## src/hw/rtl/clcd_pkg.sv

```systemverilog
// clcd_pkg: shared types, codes and reset values for the character LCD
// command stream. No dependencies; used by every module of the block.
package clcd_pkg;

    // Display geometry defaults
    localparam int ROWS_DEF = 2;
    localparam int COLS_DEF = 16;

    // Request codes on the input channel
    localparam logic [1:0] CMD_PUTC  = 2'd0;
    localparam logic [1:0] CMD_SETCUR = 2'd1;
    localparam logic [1:0] CMD_CLEAR = 2'd2;
    localparam logic [1:0] CMD_LIGHT = 2'd3;

    // Character codes with special handling
    localparam logic [7:0] CH_LF     = 8'h0A;
    localparam logic [7:0] CH_CR     = 8'h0D;
    localparam logic [7:0] CH_BS     = 8'h08;
    localparam logic [7:0] CH_SPACE  = 8'h20;
    localparam logic [7:0] CH_PR_LO  = 8'h20;
    localparam logic [7:0] CH_PR_HI  = 8'h7E;

    // Configuration register indexes
    localparam logic [2:0] REG_PREFIX    = 3'd0;
    localparam logic [2:0] REG_POSITION  = 3'd1;
    localparam logic [2:0] REG_CLEAR     = 3'd2;
    localparam logic [2:0] REG_LIGHT_ON  = 3'd3;
    localparam logic [2:0] REG_LIGHT_OFF = 3'd4;

    // Configuration reset values
    localparam logic [7:0] PREFIX_RST    = 8'd254;
    localparam logic [7:0] POSITION_RST  = 8'd0;
    localparam logic [7:0] CLEAR_RST     = 8'd1;
    localparam logic [7:0] LIGHT_ON_RST  = 8'd0;
    localparam logic [7:0] LIGHT_OFF_RST = 8'd0;

    // Job kinds handed from front to back
    localparam logic [2:0] K_CHAR      = 3'd0; // byte
    localparam logic [2:0] K_CHAR_WRAP = 3'd1; // byte, then positioning
    localparam logic [2:0] K_PLACE     = 3'd2; // positioning
    localparam logic [2:0] K_ERASE     = 3'd3; // positioning, space, positioning
    localparam logic [2:0] K_CLEAR     = 3'd4; // prefix, clear code
    localparam logic [2:0] K_LIGHT     = 3'd5; // prefix, on/off code

    // Job queue depth
    localparam int QDEPTH = 2;
    localparam int Q_AW   = 1;
    localparam int Q_CW   = 2;

    typedef struct packed {
        logic [2:0] kind;
        logic [7:0] data;   // character, or backlight flag in bit 0
        logic [7:0] pcol;   // column + 1 for positioning
        logic [7:0] prow;   // row + 1 for positioning
    } t_job;

    typedef struct packed {
        logic [7:0] prefix;
        logic [7:0] position;
        logic [7:0] clear;
        logic [7:0] light_on;
        logic [7:0] light_off;
    } t_cfg;

endpackage

```

## src/hw/rtl/char_lcd_cursor_command_stream.sv

```systemverilog
// Character LCD command stream: requests in, display bytes out, cursor tracked.
// A request's job passes through the job queue and the back end's output register.
// The back end sends one byte per cycle while the output is not stalled; a request
// yields 1 to 9 bytes, and requests with no bytes queue no job in the front.
// The front accepts a request every cycle while the two-entry job queue has room.
// Reset (synchronous, active low) homes the cursor, empties the queue, loads codes.
module char_lcd_cursor_command_stream #(
    parameter int ROWS = clcd_pkg::ROWS_DEF,
    parameter int COLS = clcd_pkg::COLS_DEF
) (
    input  logic        i_clk,
    input  logic        i_rst_n,
    input  logic        i_cfg_we,
    input  logic [2:0]  i_cfg_idx,
    input  logic [7:0]  i_cfg_data,
    input  logic        i_in_valid,
    output logic        o_in_stall,
    input  logic [1:0]  i_cmd,
    input  logic [7:0]  i_char_code,
    input  logic [7:0]  i_target_row,
    input  logic [7:0]  i_target_col,
    input  logic        i_light_enable,
    output logic        o_out_valid,
    input  logic        i_out_stall,
    output logic [7:0]  o_out_byte,
    output logic        o_last_byte
);
    clcd_pkg::t_cfg r_cfg;
    clcd_pkg::t_job w_push_job, w_head_job;
    logic           w_accept, w_push, w_pop, w_full, w_nempty;

    // Configuration register bank
    always_ff @(posedge i_clk) begin
        if (!i_rst_n) begin
            r_cfg.prefix    <= clcd_pkg::PREFIX_RST;
            r_cfg.position  <= clcd_pkg::POSITION_RST;
            r_cfg.clear     <= clcd_pkg::CLEAR_RST;
            r_cfg.light_on  <= clcd_pkg::LIGHT_ON_RST;
            r_cfg.light_off <= clcd_pkg::LIGHT_OFF_RST;
        end else if (i_cfg_we) begin
            case (i_cfg_idx)
                clcd_pkg::REG_PREFIX:    r_cfg.prefix    <= i_cfg_data;
                clcd_pkg::REG_POSITION:  r_cfg.position  <= i_cfg_data;
                clcd_pkg::REG_CLEAR:     r_cfg.clear     <= i_cfg_data;
                clcd_pkg::REG_LIGHT_ON:  r_cfg.light_on  <= i_cfg_data;
                clcd_pkg::REG_LIGHT_OFF: r_cfg.light_off <= i_cfg_data;
                default: ;
            endcase
        end
    end

    // Input beat taken whenever the queue has room
    assign o_in_stall = w_full;
    assign w_accept   = i_in_valid && !w_full;

    clcd_front #(
        .ROWS (ROWS),
        .COLS (COLS)
    ) u_front (
        .i_clk          (i_clk),
        .i_rst_n        (i_rst_n),
        .i_accept       (w_accept),
        .i_cmd          (i_cmd),
        .i_char_code    (i_char_code),
        .i_target_row   (i_target_row),
        .i_target_col   (i_target_col),
        .i_light_enable (i_light_enable),
        .o_push         (w_push),
        .o_job          (w_push_job)
    );

    clcd_fifo u_fifo (
        .i_clk    (i_clk),
        .i_rst_n  (i_rst_n),
        .i_push   (w_push),
        .i_job    (w_push_job),
        .i_pop    (w_pop),
        .o_full   (w_full),
        .o_nempty (w_nempty),
        .o_job    (w_head_job)
    );

    clcd_back u_back (
        .i_clk       (i_clk),
        .i_rst_n     (i_rst_n),
        .i_cfg       (r_cfg),
        .i_nempty    (w_nempty),
        .i_job       (w_head_job),
        .o_pop       (w_pop),
        .i_out_stall (i_out_stall),
        .o_out_valid (o_out_valid),
        .o_out_byte  (o_out_byte),
        .o_last_byte (o_last_byte)
    );

endmodule

```

## src/hw/rtl/clcd_front.sv

```systemverilog
// clcd_front: accepts requests, tracks the cursor and turns each request
// into at most one job for the queue. Depends on clcd_pkg.
module clcd_front #(
    parameter int ROWS = clcd_pkg::ROWS_DEF,
    parameter int COLS = clcd_pkg::COLS_DEF
) (
    input  logic              i_clk,
    input  logic              i_rst_n,
    input  logic              i_accept,
    input  logic [1:0]        i_cmd,
    input  logic [7:0]        i_char_code,
    input  logic [7:0]        i_target_row,
    input  logic [7:0]        i_target_col,
    input  logic              i_light_enable,
    output logic              o_push,
    output clcd_pkg::t_job    o_job
);
    localparam int ROW_W = (ROWS > 1) ? $clog2(ROWS) : 1;
    localparam int COL_W = (COLS > 1) ? $clog2(COLS) : 1;

    logic [ROW_W-1:0] r_row, n_row;
    logic [COL_W-1:0] r_col, n_col;
    logic [ROW_W-1:0] w_row_inc;
    logic [COL_W:0]   w_col_inc;
    logic             w_emit;
    logic [2:0]       w_kind;

    // Next row modulo the row count, next column before the wrap check
    assign w_row_inc = (r_row == ROW_W'(ROWS - 1)) ? '0 : r_row + 1'b1;
    assign w_col_inc = {1'b0, r_col} + 1'b1;

    // Classify the beat and update the cursor
    always_comb begin
        n_row  = r_row;
        n_col  = r_col;
        w_emit = 1'b0;
        w_kind = clcd_pkg::K_PLACE;
        case (i_cmd)
            clcd_pkg::CMD_PUTC: begin
                if (i_char_code == clcd_pkg::CH_LF) begin
                    n_row  = w_row_inc;
                    n_col  = '0;
                    w_emit = 1'b1;
                end else if (i_char_code == clcd_pkg::CH_CR) begin
                    n_col  = '0;
                    w_emit = 1'b1;
                end else if (i_char_code == clcd_pkg::CH_BS) begin
                    if (r_col != '0) begin
                        n_col  = r_col - 1'b1;
                        w_emit = 1'b1;
                        w_kind = clcd_pkg::K_ERASE;
                    end
                end else if (i_char_code >= clcd_pkg::CH_PR_LO &&
                             i_char_code <= clcd_pkg::CH_PR_HI) begin
                    w_emit = 1'b1;
                    if (w_col_inc >= (COL_W+1)'(COLS)) begin
                        n_col  = '0;
                        n_row  = w_row_inc;
                        w_kind = clcd_pkg::K_CHAR_WRAP;
                    end else begin
                        n_col  = w_col_inc[COL_W-1:0];
                        w_kind = clcd_pkg::K_CHAR;
                    end
                end
            end
            clcd_pkg::CMD_SETCUR: begin
                if (i_target_row < 8'(ROWS) && i_target_col < 8'(COLS)) begin
                    n_row  = i_target_row[ROW_W-1:0];
                    n_col  = i_target_col[COL_W-1:0];
                    w_emit = 1'b1;
                end
            end
            clcd_pkg::CMD_CLEAR: begin
                n_row  = '0;
                n_col  = '0;
                w_emit = 1'b1;
                w_kind = clcd_pkg::K_CLEAR;
            end
            default: begin
                w_emit = 1'b1;
                w_kind = clcd_pkg::K_LIGHT;
            end
        endcase
    end

    // Job built from the updated cursor
    assign o_push     = i_accept & w_emit;
    assign o_job.kind = w_kind;
    assign o_job.data = (w_kind == clcd_pkg::K_LIGHT) ? {7'd0, i_light_enable}
                                                      : i_char_code;
    assign o_job.pcol = 8'(n_col) + 8'd1;
    assign o_job.prow = 8'(n_row) + 8'd1;

    // Cursor registers
    always_ff @(posedge i_clk) begin
        if (!i_rst_n) begin
            r_row <= '0;
            r_col <= '0;
        end else if (i_accept) begin
            r_row <= n_row;
            r_col <= n_col;
        end
    end

endmodule

```

## src/hw/rtl/clcd_fifo.sv

```systemverilog
// clcd_fifo: short job queue between front and back.
// Depends on clcd_pkg.
module clcd_fifo (
    input  logic              i_clk,
    input  logic              i_rst_n,
    input  logic              i_push,
    input  clcd_pkg::t_job    i_job,
    input  logic              i_pop,
    output logic              o_full,
    output logic              o_nempty,
    output clcd_pkg::t_job    o_job
);
    clcd_pkg::t_job r_mem [clcd_pkg::QDEPTH];
    logic [clcd_pkg::Q_AW-1:0] r_wptr, r_rptr;
    logic [clcd_pkg::Q_CW-1:0] r_cnt;

    assign o_full   = (r_cnt == clcd_pkg::Q_CW'(clcd_pkg::QDEPTH));
    assign o_nempty = (r_cnt != '0);
    assign o_job    = r_mem[r_rptr];

    // Storage
    always_ff @(posedge i_clk) begin
        if (i_push) begin
            r_mem[r_wptr] <= i_job;
        end
    end

    // Pointers and fill count
    always_ff @(posedge i_clk) begin
        if (!i_rst_n) begin
            r_wptr <= '0;
            r_rptr <= '0;
            r_cnt  <= '0;
        end else begin
            if (i_push) begin
                r_wptr <= (r_wptr == clcd_pkg::Q_AW'(clcd_pkg::QDEPTH - 1)) ? '0
                                                                           : r_wptr + 1'b1;
            end
            if (i_pop) begin
                r_rptr <= (r_rptr == clcd_pkg::Q_AW'(clcd_pkg::QDEPTH - 1)) ? '0
                                                                           : r_rptr + 1'b1;
            end
            if (i_push && !i_pop) begin
                r_cnt <= r_cnt + 1'b1;
            end else if (!i_push && i_pop) begin
                r_cnt <= r_cnt - 1'b1;
            end
        end
    end

endmodule

```

## src/hw/rtl/clcd_back.sv

```systemverilog
// clcd_back: walks each queued job and sends its bytes one beat a cycle, while
// the output is not stalled, through an output register. Depends on clcd_pkg.
module clcd_back (
    input  logic              i_clk,
    input  logic              i_rst_n,
    input  clcd_pkg::t_cfg    i_cfg,
    input  logic              i_nempty,
    input  clcd_pkg::t_job    i_job,
    output logic              o_pop,
    input  logic              i_out_stall,
    output logic              o_out_valid,
    output logic [7:0]        o_out_byte,
    output logic              o_last_byte
);
    logic [3:0] r_step;
    logic       r_valid;
    logic [7:0] r_byte;
    logic       r_last;

    logic       w_adv;
    logic       w_load;
    logic       w_use_place;
    logic [1:0] w_pidx;
    logic [7:0] w_other;
    logic [7:0] w_place;
    logic [7:0] w_byte;
    logic       w_last;
    logic [3:0] w_m1, w_m5;

    assign w_m1 = r_step - 4'd1;
    assign w_m5 = r_step - 4'd5;

    // Sequence of a job: which byte at this step and whether it ends the job
    always_comb begin
        w_use_place = 1'b0;
        w_pidx      = r_step[1:0];
        w_other     = i_job.data;
        w_last      = 1'b1;
        case (i_job.kind)
            clcd_pkg::K_CHAR: begin
                w_last = 1'b1;
            end
            clcd_pkg::K_CHAR_WRAP: begin
                w_use_place = (r_step != 4'd0);
                w_pidx      = w_m1[1:0];
                w_last      = (r_step == 4'd4);
            end
            clcd_pkg::K_PLACE: begin
                w_use_place = 1'b1;
                w_last      = (r_step == 4'd3);
            end
            clcd_pkg::K_ERASE: begin
                w_other     = clcd_pkg::CH_SPACE;
                w_use_place = (r_step != 4'd4);
                w_pidx      = (r_step < 4'd4) ? r_step[1:0] : w_m5[1:0];
                w_last      = (r_step == 4'd8);
            end
            clcd_pkg::K_CLEAR: begin
                w_other = (r_step == 4'd0) ? i_cfg.prefix : i_cfg.clear;
                w_last  = (r_step == 4'd1);
            end
            clcd_pkg::K_LIGHT: begin
                w_other = (r_step == 4'd0) ? i_cfg.prefix :
                          (i_job.data[0] ? i_cfg.light_on : i_cfg.light_off);
                w_last  = (r_step == 4'd1);
            end
            default: begin
                w_last = 1'b1;
            end
        endcase
    end

    // Positioning bytes: prefix, position code, column + 1, row + 1
    always_comb begin
        case (w_pidx)
            2'd0:    w_place = i_cfg.prefix;
            2'd1:    w_place = i_cfg.position;
            2'd2:    w_place = i_job.pcol;
            default: w_place = i_job.prow;
        endcase
    end

    assign w_byte = w_use_place ? w_place : w_other;
    assign w_adv  = !r_valid || !i_out_stall;
    assign w_load = w_adv && i_nempty;
    assign o_pop  = w_load && w_last;

    // Step counter and output register
    always_ff @(posedge i_clk) begin
        if (!i_rst_n) begin
            r_step  <= '0;
            r_valid <= 1'b0;
        end else if (w_adv) begin
            r_valid <= i_nempty;
            if (w_load) begin
                r_step <= w_last ? 4'd0 : r_step + 4'd1;
            end
        end
    end

    always_ff @(posedge i_clk) begin
        if (w_load) begin
            r_byte <= w_byte;
            r_last <= w_last;
        end
    end

    assign o_out_valid = r_valid;
    assign o_out_byte  = r_byte;
    assign o_last_byte = r_last;

endmodule

```

## config.mk

```make
export PLATFORM = sky130hd
export DESIGN_NAME = char_lcd_cursor_command_stream
export DESIGN_NICKNAME = d
export VERILOG_FILES = /design/src/hw/rtl/clcd_pkg.sv /design/src/hw/rtl/char_lcd_cursor_command_stream.sv /design/src/hw/rtl/clcd_front.sv /design/src/hw/rtl/clcd_fifo.sv /design/src/hw/rtl/clcd_back.sv
export SDC_FILE = /design/constraint.sdc
export NUM_CORES = 1
export LEC_CHECK = 0
export BUFFER_PORTS_ARGS = -buffer_cell sky130_fd_sc_hd__buf_4
export CORE_UTILIZATION = 45
export DETAILED_ROUTE_END_ITERATION = 8
export MAX_ROUTING_LAYER = met4
export PLACE_DENSITY = 0.72
export SLEW_MARGIN = 15
export SYNTH_ARGS = -nofsm -noshare
export SYNTH_HDL_FRONTEND = slang
export SYNTH_HIERARCHICAL = 1
export SYNTH_SLANG_ARGS = --single-unit
export TNS_END_PERCENT = 20
```

## constraint.sdc

```tcl
create_clock -name i_clk -period 6.3 [get_ports i_clk]
set_input_delay 0.315 -clock i_clk [delete_from_list [all_inputs] [get_ports i_clk]]
set_output_delay 0.315 -clock i_clk [all_outputs]
set_load 0.005 [all_outputs]
```

# [Word level (Yosys, flattened, before mapping)]
# Memory sizes are Yosys's and may differ from the RTL's. A register that Yosys moved wholly into a read port is not among the register bits.
# Index checks and enable logic that the tools add are counted.
[totals] reg_bits=63 latch_bits=0 ramBits=36 romBits=0 input_bits=43 memories=1
[classes] n_addsub=12 mul=0 div_mod_pow=0 magnitude_cmp=6 n_eq_ne=23 shift=0 mux=50 n_bitwise=1 reduce_logical=28
[mem_list] name="u_fifo.r_mem" depth=2 width=18 rd=1 rd_ports_with_merged_regs=1 wr=1 line_no="clcd_fifo.sv:13" rtl="clcd_pkg::t_job r_mem [clcd_pkg::QDEPTH];"
[ops] operator="$pmux 8 s3" count=2
[ops] operator="$mux 8" count=5
[ops] operator="$mux 4" count=8
[ops] operator="$eq 8x4->1 const B" count=3
[ops] operator="$mux 1" count=21
[ops] operator="$eq 3x2->1 const B" count=4
[ops] operator="$eq 3x3->1 const B" count=4
[ops] operator="$mux 3" count=4
[ops] operator="$pmux 4 s3" count=1
[ops] operator="$reduce_and 2->1" count=6
[ops] operator="$add 4x1->5 const B" count=2
[ops] operator="$pmux 3 s3" count=1
[ops] operator="$ge 8x6->1 const B" count=1
[ops] operator="$le 8x7->1 const B" count=1
[ops] operator="$lt 8x2->1 const B" count=1
[ops] operator="$lt 8x5->1 const B" count=1
[ops] operator="$reduce_bool 4->1" count=2
[ops] operator="$logic_and 1x1->1" count=7
[ops] operator="$eq 2x2->1 const B" count=3
[ops] operator="$eq 3x1->1 const B" count=2
[ops] operator="$mux 2" count=3
[ops] operator="$pmux 1 s3" count=2
[ops] operator="$sub 2x1->2 const B" count=3
[ops] operator="$ge 5x5->1 const B" count=1
[ops] operator="other kinds (23)" count=32

# [Depth between registers and ports, before layout]
[logic_depth] depth_word=12 mapped_depth=14

# [Hierarchy]
# Netlist, hierarchy kept.
[modules_own_cells] mod="clcd_fifo" instances=1 cells_each=106 area_per_inst_um2=2174.6
[modules_own_cells] mod="clcd_back" instances=1 cells_each=247 area_per_inst_um2=1943.1
[modules_own_cells] mod="char_lcd_cursor_command_stream" instances=1 cells_each=153 area_per_inst_um2=1595.3
[modules_own_cells] mod="clcd_front" instances=1 cells_each=146 area_per_inst_um2=1096.1

# [Least setup slack after synthesis]
# No wires, ideal clock.
[synth_path] kind="reg2reg" from="register u_front.r_col[1]" to="memory u_fifo/r_mem[0][0] (netlist name) (enable)" setup_ps=415 arrival_ps=3184 slack_ps=2701 path_stages_with_launch=10 path_buffers=1 synth_period_minus_slack_ps=3599 cell_sequence="dfxtp_1 clkbuf_1 inv_1 ha_1 nor3b_1 or3_4 and2_2 a21boi_0 o21a_1 nor2b_1"
[synth_between] elab_chain_len=9
[synth_rtl] element="from (decl)" line_no="clcd_front.sv:22" rtl="logic [COL_W-1:0] r_col, n_col;"
[synth_rtl] element="from (signal assigned)" line_no="clcd_front.sv:101" rtl="r_col <= n_col;"
[synth_rtl] element="$reduce_bool 4->1" line_no="clcd_front.sv:48" rtl="if (r_col != '0) begin"
[synth_rtl] element="$mux 1" line_no="clcd_front.sv:48"
[synth_rtl] element="$mux 1" line_no="clcd_front.sv:47" rtl="end else if (i_char_code == clcd_pkg::CH_BS) begin"
[synth_rtl] element="$mux 1" line_no="clcd_front.sv:44" rtl="end else if (i_char_code == clcd_pkg::CH_CR) begin"
[synth_rtl] element="$mux 1" line_no="clcd_front.sv:40" rtl="if (i_char_code == clcd_pkg::CH_LF) begin"
[synth_rtl] element="$pmux 1 s2" line_no="clcd_front.sv:38" rtl="case (i_cmd)"
[synth_rtl] element="$and 1x1->1" line_no="clcd_front.sv:87" rtl="assign o_push = i_accept & w_emit;"
[synth_rtl] element="named net w_push" line_no="char_lcd_cursor_command_stream.sv:30" rtl="logic w_accept, w_push, w_pop, w_full, w_nempty;"
[synth_rtl] element="$mux 1" line_no="clcd_fifo.sv:23" rtl="if (i_push) begin"
[synth_rtl] element="$mux 1 (implied by the code)" line_no="clcd_fifo.sv:24" rtl="r_mem[r_wptr] <= i_job;"
[synth_rtl] element="to (decl)" line_no="clcd_fifo.sv:13"
# The timed path passes the listed nets, and every way through them passes these cells.

# [Worst setup path after layout]
[layout_path] from="register u_back.r_step[1]" to="register u_back.r_byte[3], in the netlist u_back/o_out_byte[3], data pin"
[layout_between] elab_chain_len=6 word_cells_on_any_way=17 cone_classes="add/sub: 2; order compare: 1; eq/ne: 3; mux: 8; reduce/logical: 3"
[layout_rtl] element="from (decl)" line_no="clcd_back.sv:15" rtl="logic [3:0] r_step;"
[layout_rtl] element="from (signal assigned)" line_no="clcd_back.sv:96" rtl="r_step <= w_last ? 4'd0 : r_step + 4'd1;"
[layout_rtl] element="$lt 4x3->1 or $sub 2x1->2 (tied branches)" line_no="clcd_back.sv:55, clcd_back.sv:30, clcd_back.sv:31"
[layout_rtl] element="$mux 2" line_no="clcd_back.sv:55" rtl="w_pidx = (r_step < 4'd4) ? r_step[1:0] : w_m5[1:0];"
[layout_rtl] element="$pmux 2 s2" line_no="clcd_back.sv:39" rtl="case (i_job.kind)"
[layout_rtl] element="$eq 2x2->1, or another cell as far along" line_no="clcd_back.sv:75" rtl="case (w_pidx)"
[layout_rtl] element="$pmux 8 s3" line_no="clcd_back.sv:75"
[layout_rtl] element="$mux 8 *" line_no="clcd_back.sv:83" rtl="assign w_byte = w_use_place ? w_place : w_other;"
[layout_rtl] element="named net u_back.w_byte[3]" line_no="clcd_back.sv:26" rtl="logic [7:0] w_byte;"
[layout_rtl] element="to (signal assigned)" line_no="clcd_back.sv:103" rtl="r_byte <= w_byte;"
[layout_rtl] element="to (decl)" line_no="clcd_back.sv:17" rtl="logic [7:0] r_byte;"
# The timed path passes the listed nets; every way through them passes the cells marked *.
# A chain may end at the register's enable or synchronous reset.

==> flow_summary.toml <==
[timing]
worstMarginPinSlew_ns = 1.06
finalSetupTns_ns = 0
setup_viol_count_final = 0
fin_crit_sh_pct = 49.6
fin_skew_ns = 0.00686
slew_headroom_pct = 28.9
finalMaxSlewViolations = 0
timing.hold.ws_ns = 0.171
final.min_clock_period_ns = 3.12
fmax_mhz = 320
hold_violations = 0
setup_slack_ns = 3.18
rsz0062_at_grt = "false"

[power]
power_per_cell_area_nw_per_um2 = 384
leakagePower_uw = 0.00292
combPwrFrac_pct = 33.6
peakVddDrop_mv = 0.264
clkPwrFrac_pct = 33.2
p_seq_share_pct = 33.2
swShare_pct = 32.4
switching_power_uw = 966
p_int_uw = 2020

[worst_setup_path]
cp.arrival_ns = 3.27
reg2reg_from = "u_back/r_step[1]$_SDFFE_PN0P_"
max_stage_delay_ns = 0.79
crit_type = "reg -> reg"
end_kind = "flop"
cp_max_fo = 18
worstSetupStartpointType = "flop"
cp_cell_sequence = "inv_1, ha_1, nand3b_1, nor2_1, nand2_1, a31oi_1, o41ai_2"
crit_required_ns = 6.45
crit_start = "u_back/r_step[1]$_SDFFE_PN0P_"
worst_path_max_delay_cell = "dfxtp_1"

[synth]
yosys_warnings = 6
synth_most_common_cell = "edfxtp_1"
synth_top_area_share_pct = 27.8
synth_area_um2 = 6810
yosys_register_bits = 118
synth_edf_count = 63
ys_seq_area_share_pct = 44.0
yosysTopAreaCell = "edfxtp_1"
synthTopCellsByArea = "edfxtp_1 (28%), dfxtp_1 (16%), mux2i_1 (7.6%), mux2_2 (4.6%), nand2_1 (3.4%)"
syn_area_per_cell_um2 = 10.4
synthArstFlopShare_pct = 0
synth_cells = 652
synth_cell_type_count = 91
synth_common_cells = "edfxtp_1 (63), nand2_1 (62), dfxtp_1 (55)"
ys.flop_type = "edfxtp_1"

[run]
maxCapViolations = 0

[floorplanning]
die_area_um2 = 15600
die_y_um = 125
die_w_um = 125
core_um2 = 14600
num_rows = 44
ios = 54
initial_core_util_pct = 46.5

[place]
io_buffers = 53
place_hpwl_um = 11000
place_ws_ns = 3.20
gp_congestion = 0.896

[global_routing]
antenna_found_initial = 0
grtUsageTotal_pct = 22.0
overflow = 0
grt_start_max_net_pins = 73
grt_pass1_vias = 5131
grt_pass1_wl_um = 26200

[route]
final_antenna_net_count = 0
via_per_inst = 5.81
routed_wl_um = 15900
num_vias = 5155
drc = 6
drt_iter0_drc = 546
drtPass1Iterations = 7
wl_per_cell_um = 17.9

[cts]
cts_sinks = 118
clock_path_buffers = 2
clockRootBuffer = "clkbuf_16"
cts_setup_buffers = 0
insertion_delay_ns = 0.41
cts_repair_resize_count = 0
cts_tree = "built"
cts_hold_buf = 0
htree_levels = 4
numCtsBuffers = 17
path_clk_slew_ns = 0.05

[hold_path]
min_from = "i_out_stall"
min_path_type = "in -> reg"

[layout]
antenna_cells = 0
final_nets = 743
area_growth_pct = 14.1
final_layout_size_suffix_gt1_share_pct = 22.6

[outcome]
status = "finished with violations"
violations = "design-rule violations"
[layer usage]
metal / GRT usage (%) / routed length, µm
met2: 34.6 / 7450
met1: 27.5 / 7140
met4: 8.11 / 371
met5: - / 0
met3: 5.43 / 902
[power by group through the flow]
| stage | sequential (µW) | clock, µW | combinational (µW) |
|---|---|---|---|
| 4_1_cts | 991 | 1010 | 994 |
| 5_1_grt | 1000 | 1040 | 1090 |
| 2_1_floorplan | 990 | 0 | 753 |
| 3_3_place_gp | 1000 | 0 | 969 |
| 6_report | 990 | 992 | 1000 |
| 3_5_place_dp | 1000 | 0 | 986 |
[flip-flops by register name, summed over array words and instances (netlist names), named ones only]
register and count:
r_cfg 40, u_back/o_out_valid 1, u_fifo/r_wptr 1, u_front/r_row 1, u_back/o_out_byte 8, u_fifo/r_cnt 2
u_front/r_col 4, u_fifo/r_mem 54, u_back/r_step 4, u_fifo/r_rptr 1, u_back/o_last_byte 1
[critical path, delay by kind of cell, from the launching register on]
family / cells / cell delay [ns]
and+or+nand+nor: 3 / 0.86
AOI/OAI and AO/OA: 2 / 0.38
DFF: 1 / 0.79
buffers and inverters: 1 / 0.18
adders and majority gates: 1 / 0.65
[cell families (layout without fill, tap and decap cells)]
group	after synthesis	in the layout	share of synthesized area [%]
compound gates	134	134	14.7
xor+xnor	6	6	0.772
fa+ha+maj	10	10	1.84
buf+inv	65	108	6.14
flops	118	118	44.0
mux	80	80	12.3
other cells	1	9	0.0551
simple gates	238	238	20.2
[layout by cell type (no fill, tap or decap), drive strengths merged, types with 4 or more instances in the layout]
cell,n
nor3,7
edfxtp,63
clkinv,6
dfxtp,55
nor4,6
nand4,8
conb,9
o211ai,4
nand3b,4
mux2i,52
o21bai,8
ha,10
nor3b,6
mux2,28
nor2,28
nand2b,10
bufinv,4
a31oi,13
o41ai,6
o21ai,21
a211oi,12
clkbuf,22
nand2,63
nand3,19
nor2b,33
inv,17
and2,7
a21oi,34
buf,58
or3,21
xor2,4
a2bb2oi,7
and3,4
[path summary, 6_finish.rpt]
path	to	slack [ns]	cells past startpoint
worst max-delay path	u_back/o_out_byte[3]$_DFFE_PP_	3.18	7
worst min register to register	r_cfg[12]$_SDFFE_PN0P_	0.46	2
worst max register to register	u_back/o_out_byte[3]$_DFFE_PP_	3.18	7
worst min-delay path	u_back/o_out_valid$_SDFFE_PN0N_	0.17	3
[area by class of cell]
cell class	count	area, µm²
inverter	18	67.6
timing repair buffer	58	435
sequential	118	2990
multi-input combinational	477	3430
clock inverter	10	155
tap	184	230
fill	1272	6880
clock buffer	22	454
[metrics by stage]
step                util (%)  cell area (µm²)  total power [µW]  instances
detailed placement      48.9             7160              1990        855
global placement        48.9             7160              1970        855
CTS                     53.0             7770              3000        887
global route            53.0             7770              3140        887
floorplan                  -             6840              1740        660
finish                  53.0             7770              2990        887
No activity file was read; power rests on OpenSTA's default activity.
